--- src/sv/bads_pkg.sv ---
`default_nettype none

package bads_pkg;

    // defaults for the top-level parameters
    localparam int MAX_OUT_WIDTH_DEF = 256;
    localparam int SAMPLE_BITS_DEF   = 16;

    // fixed field widths
    localparam int SAMPLE_W   = 16;
    localparam int DIM_W      = 16;
    localparam int SCALE_W    = 9;
    localparam int OFFSET_W   = 8;
    localparam int PARTIAL_W  = 24;
    localparam int ACC_W      = 32;
    localparam int AREA_W     = 17;
    localparam int AVG_W      = 16;
    localparam int NUM_LANES  = 3;
    localparam int CFG_IDX_W  = 8;
    localparam int CFG_DATA_W = 16;
    localparam int MAX_SCALE  = 256;

    // configuration register indexes
    localparam logic [CFG_IDX_W-1:0] CFG_FRAME_WIDTH  = 8'd0;
    localparam logic [CFG_IDX_W-1:0] CFG_FRAME_HEIGHT = 8'd1;
    localparam logic [CFG_IDX_W-1:0] CFG_BLOCK_SCALE  = 8'd2;
    localparam logic [CFG_IDX_W-1:0] CFG_MONO_MODE    = 8'd3;

    typedef enum logic [1:0] {
        S_CLEAR,
        S_IDLE,
        S_ACC,
        S_DIV
    } t_state;

    // where the current pixel sits, from the position tracker
    typedef struct packed {
        logic keep;
        logic block_end;
        logic band_end;
        logic first_col;
        logic first_row;
        logic last;
    } t_pos_info;

    // per-lane controls from the sequencer
    typedef struct packed {
        logic load;
        logic first_col;
        logic rd;
        logic acc;
        logic first_row;
        logic go;
        logic clr;
    } t_lane_ctrl;

    // scale 0 acts as 1, anything above 256 as 256
    function automatic logic [SCALE_W-1:0] eff_scale(input logic [SCALE_W-1:0] raw);
        logic [SCALE_W-1:0] res;
        if (raw == '0) begin
            res = SCALE_W'(1);
        end else if (raw > SCALE_W'(MAX_SCALE)) begin
            res = SCALE_W'(MAX_SCALE);
        end else begin
            res = raw;
        end
        return res;
    endfunction

endpackage

`default_nettype wire

--- src/sv/bads_div.sv ---
`default_nettype none

// restoring divider, one quotient bit per cycle
module bads_div #(
    parameter int DW = 32,
    parameter int VW = 17
) (
    input  logic          i_clk,
    input  logic          i_rst_n,
    input  logic          i_start,
    input  logic [DW-1:0] i_dividend,
    input  logic [VW-1:0] i_divisor,
    output logic [DW-1:0] o_quotient,
    output logic [VW-1:0] o_remainder,
    output logic          o_busy,
    output logic          o_done
);

    localparam int CW = $clog2(DW);

    logic          r_busy;
    logic          r_done;
    logic [CW-1:0] r_cnt;
    logic [DW-1:0] r_quo;
    logic [VW-1:0] r_rem;
    logic [VW-1:0] r_dvs;
    logic [VW:0]   trial;
    logic [VW:0]   diff;
    logic          fits;
    logic [VW-1:0] n_rem;

    always_comb begin
        trial = {r_rem, r_quo[DW-1]};
        diff  = trial - {1'b0, r_dvs};
        fits  = (trial >= {1'b0, r_dvs});
        n_rem = fits ? diff[VW-1:0] : trial[VW-1:0];
    end

    always_ff @(posedge i_clk) begin
        if (!i_rst_n) begin
            r_busy <= 1'b0;
            r_done <= 1'b0;
            r_cnt  <= '0;
        end else begin
            r_done <= 1'b0;
            if (i_start) begin
                r_busy <= 1'b1;
                r_cnt  <= CW'(DW - 1);
            end else if (r_busy) begin
                if (r_cnt == '0) begin
                    r_busy <= 1'b0;
                    r_done <= 1'b1;
                end else begin
                    r_cnt <= r_cnt - CW'(1);
                end
            end
        end
    end

    always_ff @(posedge i_clk) begin
        if (i_start) begin
            r_quo <= i_dividend;
            r_rem <= '0;
            r_dvs <= i_divisor;
        end else if (r_busy) begin
            r_quo <= {r_quo[DW-2:0], fits};
            r_rem <= n_rem;
        end
    end

    assign o_quotient  = r_quo;
    assign o_remainder = r_rem;
    assign o_busy      = r_busy;
    assign o_done      = r_done;

endmodule

`default_nettype wire

--- src/sv/bads_pos.sv ---
`default_nettype none

// raster position, block/band counters and the block-column/row indexes
module bads_pos #(
    parameter int MAX_OUT_WIDTH = bads_pkg::MAX_OUT_WIDTH_DEF
) (
    input  logic                              i_clk,
    input  logic                              i_rst_n,
    input  logic                              i_advance,
    input  logic                              i_recalc,
    input  logic [bads_pkg::DIM_W-1:0]        i_width,
    input  logic [bads_pkg::DIM_W-1:0]        i_height,
    input  logic [bads_pkg::SCALE_W-1:0]      i_scale,
    output bads_pkg::t_pos_info               o_info,
    output logic [$clog2(MAX_OUT_WIDTH)-1:0]  o_bc,
    output logic                              o_busy
);

    import bads_pkg::*;

    localparam int AW = $clog2(MAX_OUT_WIDTH);
    localparam logic [DIM_W-1:0] MaxOut = DIM_W'(MAX_OUT_WIDTH);

    typedef enum logic [1:0] {
        RC_WIDTH,
        RC_HEIGHT,
        RC_COL,
        RC_ROW
    } t_rc_step;

    logic [DIM_W-1:0]    r_col, r_row, r_cq, r_rq, r_ws, r_hs;
    logic [OFFSET_W-1:0] r_off, r_rib, r_cr, r_rr;
    logic                r_busy, r_go;
    t_rc_step            r_step;

    logic [DIM_W-1:0]    wout;
    logic                col_wrap, row_wrap, block_end, band_end, cr_wrap, rr_wrap;
    logic [DIM_W-1:0]    div_dividend;
    logic [DIM_W-1:0]    div_quo;
    logic [SCALE_W-1:0]  div_rem;
    logic                div_busy, div_done, div_take;

    // recalculation: width, height, column and row each divided by the scale
    always_comb begin
        case (r_step)
            RC_WIDTH:  div_dividend = i_width;
            RC_HEIGHT: div_dividend = i_height;
            RC_COL:    div_dividend = r_col;
            RC_ROW:    div_dividend = r_row;
            default:   div_dividend = i_width;
        endcase
    end

    bads_div #(
        .DW (DIM_W),
        .VW (SCALE_W)
    ) u_div (
        .i_clk       (i_clk),
        .i_rst_n     (i_rst_n),
        .i_start     (r_go),
        .i_dividend  (div_dividend),
        .i_divisor   (i_scale),
        .o_quotient  (div_quo),
        .o_remainder (div_rem),
        .o_busy      (div_busy),
        .o_done      (div_done)
    );

    // a done from a run cut short by a restart is dropped
    assign div_take = div_done && r_busy && !r_go;

    always_comb begin
        wout      = (r_ws < MaxOut) ? r_ws : MaxOut;
        col_wrap  = ({1'b0, r_col} + 17'd1) >= {1'b0, i_width};
        row_wrap  = ({1'b0, r_row} + 17'd1) >= {1'b0, i_height};
        block_end = ({1'b0, r_off} + 9'd1) >= i_scale;
        band_end  = ({1'b0, r_rib} + 9'd1) >= i_scale;
        cr_wrap   = ({1'b0, r_cr} + 9'd1) >= i_scale;
        rr_wrap   = ({1'b0, r_rr} + 9'd1) >= i_scale;

        o_info.keep      = (r_cq < wout) && (r_rq < r_hs);
        o_info.block_end = block_end;
        o_info.band_end  = band_end;
        o_info.first_col = (r_off == '0);
        o_info.first_row = (r_rib == '0);
        o_info.last      = (({1'b0, r_rq} + 17'd1) == {1'b0, r_hs})
                        && (({1'b0, r_cq} + 17'd1) == {1'b0, wout});
    end

    assign o_bc   = r_cq[AW-1:0];
    assign o_busy = r_busy;

    always_ff @(posedge i_clk) begin
        if (!i_rst_n) begin
            r_col  <= '0;
            r_row  <= '0;
            r_off  <= '0;
            r_rib  <= '0;
            r_cq   <= '0;
            r_cr   <= '0;
            r_rq   <= '0;
            r_rr   <= '0;
            r_ws   <= DIM_W'(1);
            r_hs   <= DIM_W'(1);
            r_busy <= 1'b0;
            r_go   <= 1'b0;
            r_step <= RC_WIDTH;
        end else begin
            r_go <= 1'b0;
            if (i_recalc) begin
                r_busy <= 1'b1;
                r_step <= RC_WIDTH;
                r_go   <= 1'b1;
            end else if (div_take) begin
                case (r_step)
                    RC_WIDTH: begin
                        r_ws   <= div_quo;
                        r_step <= RC_HEIGHT;
                        r_go   <= 1'b1;
                    end
                    RC_HEIGHT: begin
                        r_hs   <= div_quo;
                        r_step <= RC_COL;
                        r_go   <= 1'b1;
                    end
                    RC_COL: begin
                        r_cq   <= div_quo;
                        r_cr   <= div_rem[OFFSET_W-1:0];
                        r_step <= RC_ROW;
                        r_go   <= 1'b1;
                    end
                    RC_ROW: begin
                        r_rq   <= div_quo;
                        r_rr   <= div_rem[OFFSET_W-1:0];
                        r_busy <= 1'b0;
                    end
                    default: begin
                        r_busy <= 1'b0;
                    end
                endcase
            end

            if (i_advance) begin
                if (col_wrap) begin
                    r_col <= '0;
                    r_cq  <= '0;
                    r_cr  <= '0;
                    r_off <= '0;
                    if (row_wrap) begin
                        r_row <= '0;
                        r_rq  <= '0;
                        r_rr  <= '0;
                        r_rib <= '0;
                    end else begin
                        r_row <= r_row + DIM_W'(1);
                        r_rib <= band_end ? '0 : r_rib + OFFSET_W'(1);
                        if (rr_wrap) begin
                            r_rr <= '0;
                            r_rq <= r_rq + DIM_W'(1);
                        end else begin
                            r_rr <= r_rr + OFFSET_W'(1);
                        end
                    end
                end else begin
                    r_col <= r_col + DIM_W'(1);
                    r_off <= block_end ? '0 : r_off + OFFSET_W'(1);
                    if (cr_wrap) begin
                        r_cr <= '0;
                        r_cq <= r_cq + DIM_W'(1);
                    end else begin
                        r_cr <= r_cr + OFFSET_W'(1);
                    end
                end
            end
        end
    end

`ifndef SYNTH
    a_rem_in_range: assert property (@(posedge i_clk) disable iff (!i_rst_n)
        !r_busy |-> (({1'b0, r_cr} < i_scale) && ({1'b0, r_rr} < i_scale)))
        else $error("block remainder not below scale");
    a_no_pixel_in_recalc: assert property (@(posedge i_clk) disable iff (!i_rst_n)
        i_advance |-> (!r_busy && !div_busy))
        else $error("pixel taken during recalculation");
    a_go_while_busy: assert property (@(posedge i_clk) disable iff (!i_rst_n)
        r_go |-> r_busy)
        else $error("divider started outside recalculation");
`endif

endmodule

`default_nettype wire

--- config.mk ---
export PLATFORM = sky130hd
export DESIGN_NAME = bads_pos
export DESIGN_NICKNAME = d
export VERILOG_FILES = /design/src/sv/bads_pkg.sv /design/src/sv/bads_div.sv /design/src/sv/bads_pos.sv
export SDC_FILE = /design/constraint.sdc
export NUM_CORES = 1
export LEC_CHECK = 0
export ABC_AREA = 1
export BUFFER_PORTS_ARGS = -buffer_cell sky130_fd_sc_hd__buf_2
export CAP_MARGIN = 20
export CORE_ASPECT_RATIO = 1.5
export CORE_MARGIN = 5
export CORE_UTILIZATION = 59
export CTS_BUF_LIST = sky130_fd_sc_hd__clkbuf_4
export CTS_CLUSTER_DIAMETER = 200
export DETAILED_ROUTE_END_ITERATION = 8
export PLACE_DENSITY_LB_ADDON = 0.25
export REMOVE_ABC_BUFFERS = 1
export SLEW_MARGIN = 20
export SYNTH_ARGS = -nofsm -noshare
export SYNTH_HDL_FRONTEND = slang
export SYNTH_HIERARCHICAL = 1
export SYNTH_SLANG_ARGS = --single-unit
--- constraint.sdc ---
create_clock -name i_clk -period 2.8 [get_ports i_clk]
set_input_delay 0.14 -clock i_clk [delete_from_list [all_inputs] [get_ports i_clk]]
set_output_delay 0.14 -clock i_clk [all_outputs]
set_load 0.005 [all_outputs]
### After elaboration in Yosys (flattened, before gate mapping)

Cells that the tools add are included.

| operators by class | value |
|---|---|
| reduce and logical (&&, ||, !) cells | 25 |
| equal/unequal tests | 7 |
| muxes and demuxes | 51 |
| magnitude comparators | 10 |
| bitwise logic cells | 3 |
| $add $sub $neg | 18 |

Operators by type and width:

| kind | count |
|---|---|
| 16-bit 2-to-1 mux | 18 |
| 8-bit 2-to-1 mux | 17 |
| 16-bit by 1-bit adder with 17-bit output, second input constant | 4 |
| 16-bit by 1-bit adder with 16-bit output, second input constant | 4 |
| 16-bit one-hot mux with 4 select lines | 1 |
| 8-bit by 1-bit adder with 9-bit output, second input constant | 4 |
| 9-bit greater-or-equal comparator | 4 |
| 17-bit by 16-bit equality test with 1-bit output | 2 |
| 17-bit by 16-bit greater-or-equal comparator with 1-bit output | 2 |
| 8-bit by 1-bit adder with 8-bit output, second input constant | 4 |
| 16-bit < comparator | 2 |
| 8-bit logical NOT | 2 |
| 16-bit by 9-bit < comparator with 1-bit output, second input constant | 1 |
| 4-bit 2-to-1 mux | 3 |
| 10-bit by 9-bit greater-or-equal comparator with 1-bit output | 1 |
| 1-bit 2-to-1 mux | 10 |
| 2-bit nonzero test | 5 |
| 9-bit 2-to-1 mux | 1 |
| 3-bit AND reduction | 3 |
| 9-bit subtractor | 1 |
| 2-bit AND reduction | 4 |
| 2-bit one-hot mux with 3 select lines | 1 |
| 3-bit OR reduction | 2 |
| 2-bit equality test, second input constant | 2 |
| 10 further kinds | 16 |

| word-level totals | value |
|---|---|
| word-level logic and storage cells | 133 |
| bits of input ports | 45 |
| register bits after elaboration | 172 |
| output and inout bits | 15 |

### Logic depth before layout (Yosys ltp)

| depth | value |
|---|---|
| depth in word-level cells | 8 |
| mapped depth | 21 |
| gate-level depth less buffers | 20 |

### Modules after synthesis

Netlist, hierarchy kept.

By module, submodules not included:

| module | area an instance (um^2) | cells each | times used | sequential area each (um^2) |
|---|---|---|---|---|
| bads_pos | 11203.2 | 1784 | 1 | 2642.5 |
| bads_div | 2147.1 | 261 | 1 | 1051.0 |

### Least setup slack after synthesis

No wires, ideal clock.

| path | value |
|---|---|
| kind | flip-flop to flip-flop |
| start point | register r_row[0] |
| end point | register r_rq[14] |
| required time | 2.683 ns |
| path buffers | 1 |
| arrival | 2.509 ns |
| library setup time | 0.117 ns |
| period minus slack after synthesis | 2.626 ns |
| path slack | 0.174 ns |
| stages on the path, launching flop included | 21 |
| path through | dfxtp_1 ha_1 nand2_1 nor2_1 nand3_1 xor2_1 ha_1 nand2_1 nor2_1 inv_1 nor2_1 a21oi_1 nand2_1 nand2_1 nand2_1 nand2_1 nand2_4 nand2_8 buf_6 nand2_1 nor2_1 |

| on the way | value |
|---|---|
| cells in the longest elaborated chain, start to end | 5 |

Ends and longest elaborated chain:

| element | RTL line | source |
|---|---|---|
| start: declaration | bads_pos.sv:31 | `logic [DIM_W-1:0] r_col, r_row, r_cq, r_rq, r_ws, r_hs;` |
| start signal: assignment | bads_pos.sv:155 | `r_row <= r_row + DIM_W'(1);` |
| 16-bit by 1-bit adder with 17-bit output | bads_pos.sv:75 | `row_wrap = ({1'b0, r_row} + 17'd1) >= {1'b0, i_height};` |
| 17-bit by 16-bit greater-or-equal comparator with 1-bit output | bads_pos.sv:75 |  |
| 16-bit 2-to-1 mux | bads_pos.sv:149 | `if (row_wrap) begin` |
| 16-bit 2-to-1 mux | bads_pos.sv:144 | `if (col_wrap) begin` |
| 16-bit 2-to-1 mux | bads_pos.sv:143 | `if (i_advance) begin` |
| end signal: assignment | bads_pos.sv:133 | `r_rq <= div_quo;` |
| end signal: assignment | bads_pos.sv:159 | `r_rq <= r_rq + DIM_W'(1);` |
| end: declaration | bads_pos.sv:31 |  |

No other way between the ends.
A chain may end at the register's enable or synchronous reset.

### Worst setup path after layout

| path | value |
|---|---|
| start point | register r_col[1] |
| end point | register r_col[14] |

| on the way | value |
|---|---|
| cells in the longest elaborated chain, start to end | 3 |
| elaborated cells between the ends (all ways) | 4 |
| classes of those cells | 2 x add/sub; 1 x order compare; 1 x mux |

Ends and longest elaborated chain:

| element | RTL line | source |
|---|---|---|
| start: declaration | bads_pos.sv:31 |  |
| start signal: assignment | bads_pos.sv:165 | `r_col <= r_col + DIM_W'(1);` |
| 16-bit by 1-bit adder with 17-bit output | bads_pos.sv:74 | `col_wrap = ({1'b0, r_col} + 17'd1) >= {1'b0, i_width};` |
| 17-bit by 16-bit greater-or-equal comparator with 1-bit output | bads_pos.sv:74 |  |
| 16-bit 2-to-1 mux (*) | bads_pos.sv:144 |  |

Every way passes the cells marked *; elsewhere a longest branch is shown, timed or not.

==> results.sh <==
export IMPL_rrSetupSlack_ns=-0.39
export IMPL_skew_ns=0.0298
export IMPL_yosysMostFrequentCell="nand2_1"
export IMPL_hold_path_class="primary input to flop"
export IMPL_h_tree_depth=4
export IMPL_worst_pin_slew_ns=1.38
export IMPL_cts_root_buf="clkbuf_4"
export IMPL_crit_required_ns=3.34
export IMPL_slew_headroom=0.0803
export IMPL_failed_checks="setup timing"
export IMPL_synth_distinct_cells=48
export IMPL_setup_ws_ns=-0.387
export IMPL_syn_to_final_growth_pct=24.1
export IMPL_initial_core_util=0.599
export IMPL_critPathLaunchType="flop"
export IMPL_vias_per_cell=5.94
export IMPL_ys_async_sr_fraction=0
export IMPL_pin_count=60
export IMPL_seq_area_frac_synth=0.277
export IMPL_regArea_um2=3730
export IMPL_endpoint_kind="flop"
export IMPL_drt_initial_drc_count=1341
export IMPL_grt_usage=0.311
export IMPL_reg2reg_from="r_col[1]"
export IMPL_rsz0062_at_grt="yes"
export IMPL_fin_util=0.743
export IMPL_dieArea_um2=25800
export IMPL_slowest_stage="dfxtp_2"
export IMPL_synth_area_per_cell_um2=6.53
export IMPL_startpoint="r_col[1]"
export IMPL_clock_path_buffers=2
export IMPL_power_density_nw_per_um2=316
export IMPL_multi_input_area_um2=9520
export IMPL_grt_pass1_vias=13500
export IMPL_fp_dieW_um=133
export IMPL_grt_antenna_before_repair=1
export IMPL_drc_errors=0
export IMPL_drt_wl_total_um=44600
export IMPL_grt_overflow=0
export IMPL_synth_top_area_share=0.220
export IMPL_path_cells="ha_4 > nand2_4 > nor2_4 > nand2_2 > xor2_1 > ha_1 > nand2_1 > a21oi_1 > nor2_1 > nand3_2 > nand2_2 > nand3_4 > buf_6 > buf_12 > nor2_4 > clkbuf_16 > nand2_1 > a21oi_1"
export IMPL_grt_pass1_wl_um=65500
export IMPL_rr_endpoint="r_col[14]"
export IMPL_synth_commonest_cells="nand2_1 (529), inv_1 (304), nor2_1 (199)"
export IMPL_synth_edf_count=25
export IMPL_cap_violations=0
export IMPL_ff2ff_path_depth=18
export IMPL_stdcell_area_um2=16600
export IMPL_fin_crit_sh=1.14
export IMPL_p_leak_nw=7.77
export IMPL_synth_area_leaders="dfxtp_1 (22%), nand2_1 (15%), ha_1 (12%), inv_1 (8.5%), edfxtp_1 (5.6%)"
export IMPL_synthCells=2045
export IMPL_layout_drive_gt1_share=0.232
export IMPL_place_gp_congestion=0.969
export IMPL_antenna_left=0
export IMPL_place_area_um2=14100
export IMPL_cp_endpoint="r_col[14]"
export IMPL_fin_setup_tns_ns=-22.39
export IMPL_hold_viol=0
export IMPL_finalNetCount=2339
export IMPL_final_max_slew_viol_count=0
export IMPL_synth_seq_cells=172
export IMPL_fmax_mhz=314
export IMPL_rows=67
export IMPL_fin_cells=2457
export IMPL_die_y_um=194
export IMPL_slowest_delay_ns=0.40
export IMPL_netlist_area_um2=13400
export IMPL_ys_warn_count=6
export IMPL_cts_tree="done"
export IMPL_path_max_fanout=7
export IMPL_power_mw=5.24
export IMPL_fillers=1712
export IMPL_drtPass1Iterations=6
export IMPL_hpwl_um=29600
export IMPL_clk_pin_slew_ns=0.18
export IMPL_wl_per_cell_um=18.1
export IMPL_portBuffers=59
export IMPL_period_minus_slack_ns=3.19
export IMPL_grt_max_degree=42
export IMPL_crit_type="flop to flop"
export IMPL_dp_cells=2365
export IMPL_ys_flop_type="dfxtp_1"
export IMPL_clk_latency_ns=0.62
export IMPL_arrival_ns=3.72
export IMPL_clock_sinks=172
export IMPL_num_vias=14600
export IMPL_setup_violations=98
export IMPL_coreArea_um2=22300
export IMPL_yosysTopAreaCell="dfxtp_1"
export IMPL_peakVddDrop_mv=0.261
export IMPL_outcome="finished, violations left"
export IMPL_cts_buffers=17
## routing by layer
metal	routed length, µm	global-route usage	vias up
met1	16000	0.343	6779
met2	22300	0.559	693
met3	2870	0.0369	251
met4	3400	0.198	0
met5	0	0	-
li1	-	-	6860
## through the flow
| step | setup slack, ns | hold slack, ns |
|---|---|---|
| 6_report | -0.387 | 0.0363 |
| 5_1_grt | -0.432 | 0.0293 |
| 4_1_cts | -0.281 | 0.00232 |
| 3_5_place_dp | -0.158 | 0.368 |
| 3_3_place_gp | -0.0481 | 0.367 |
| 2_1_floorplan | -0.106 | 0.239 |
## worst max-delay path, delay by kind of cell, from the launching register on
kind,cells,cell delay (ns)
simple gates,10,1.27
buf+inv,3,0.50
fa+ha+maj,2,0.46
flops,1,0.40
xor+xnor,1,0.25
compound gates,2,0.22
## worst min-delay path by stage
| stage | end | depth (start not counted) | start |
|---|---|---|---|
| after floorplan | r_hs[0] | 1 | i_rst_n |
| after global placement | u_div/r_dvs[5] | 1 | i_scale[5] |
| after detailed placement | u_div/r_dvs[1] | 1 | i_scale[1] |
| after CTS | u_div/o_quotient[4] | 5 | i_width[4] |
| after global routing | u_div/o_quotient[2] | 5 | i_width[2] |
| final | u_div/o_quotient[4] | 5 | i_width[4] |
## area by class of cell
| cell class | count | area share |
|---|---|---|
| Timing Repair Buffer | 168 | 0.0874 |
| Clock inverter | 15 | 0.00800 |
| Clock buffer | 17 | 0.00770 |
| Inverter | 314 | 0.0744 |
| Timing Repair inverter | 2 | 0.00136 |
| Antenna cell | 1 | 0.000151 |
| Multi-Input combinational cell | 1492 | 0.575 |
| Tap cell | 276 | 0.0208 |
| Sequential cell | 172 | 0.225 |
## logic make-up (layout without fill, tap and decap cells)
group,count (synthesis),in the layout,share of synthesized area
compound gates,329,329,0.134
xor+xnor,51,51,0.0345
simple gates,975,978,0.316
other cells,1,8,0.000281
buf+inv,390,516,0.119
flops,172,172,0.277
fa+ha+maj,127,127,0.120
## cells in the final DEF, fill, tap and decap left out, drive strengths merged
cell and n:
nand2 542, inv 317, nor2 208, buf 153, dfxtp 147, a21oi 138
nand3 131, ha 126, o21ai 125, nand4 48, xor2 42, nor3 31
o22ai 28, edfxtp 25, clkbuf 21, nand3b 12, a211oi 11, dlygate4sd3 11
clkinv 10, xnor2 8, conb 7, a32oi 6, o211ai 5, o21a 4
a21o 4, clkinvlp 4, o21bai 3, a31oi 3, nor4 3, and3 2
o31ai 2, diode 1, xnor3 1, and2 1, fa 1
## repair_timing
| item | in CTS | in global routing |
|---|---|---|
| gates cloned | 6 | 6 |
| hold endpoints to repair | 14 | 0 |
| buffers inserted | 21 | 18 |
| gates resized for setup | 99 | 321 |
| hold buffers | 11 | 0 |
| pin swaps | 42 | 128 |
| endpoints found under the setup margin | 97 | 100 |
## registers in the layout (all words and copies together), names as in the netlist, 9 cells and up
| register | count |
|---|---|
| r_col | 16 |
| r_cq | 16 |
| r_hs | 16 |
| r_row | 16 |
| r_rq | 16 |
| r_ws | 16 |
| u_div/o_quotient | 16 |
| u_div/o_remainder | 9 |
| u_div/r_dvs | 9 |
## where the power goes
| group | internal, mW | leakage [nW] | switching, mW |
|---|---|---|---|
| registers | 2.61 | 1.44 | 0.110 |
| logic | 0.382 | 6.20 | 0.684 |
| clock network | 0.386 | 0.135 | 1.07 |
(Power assumes the default switching activity.)
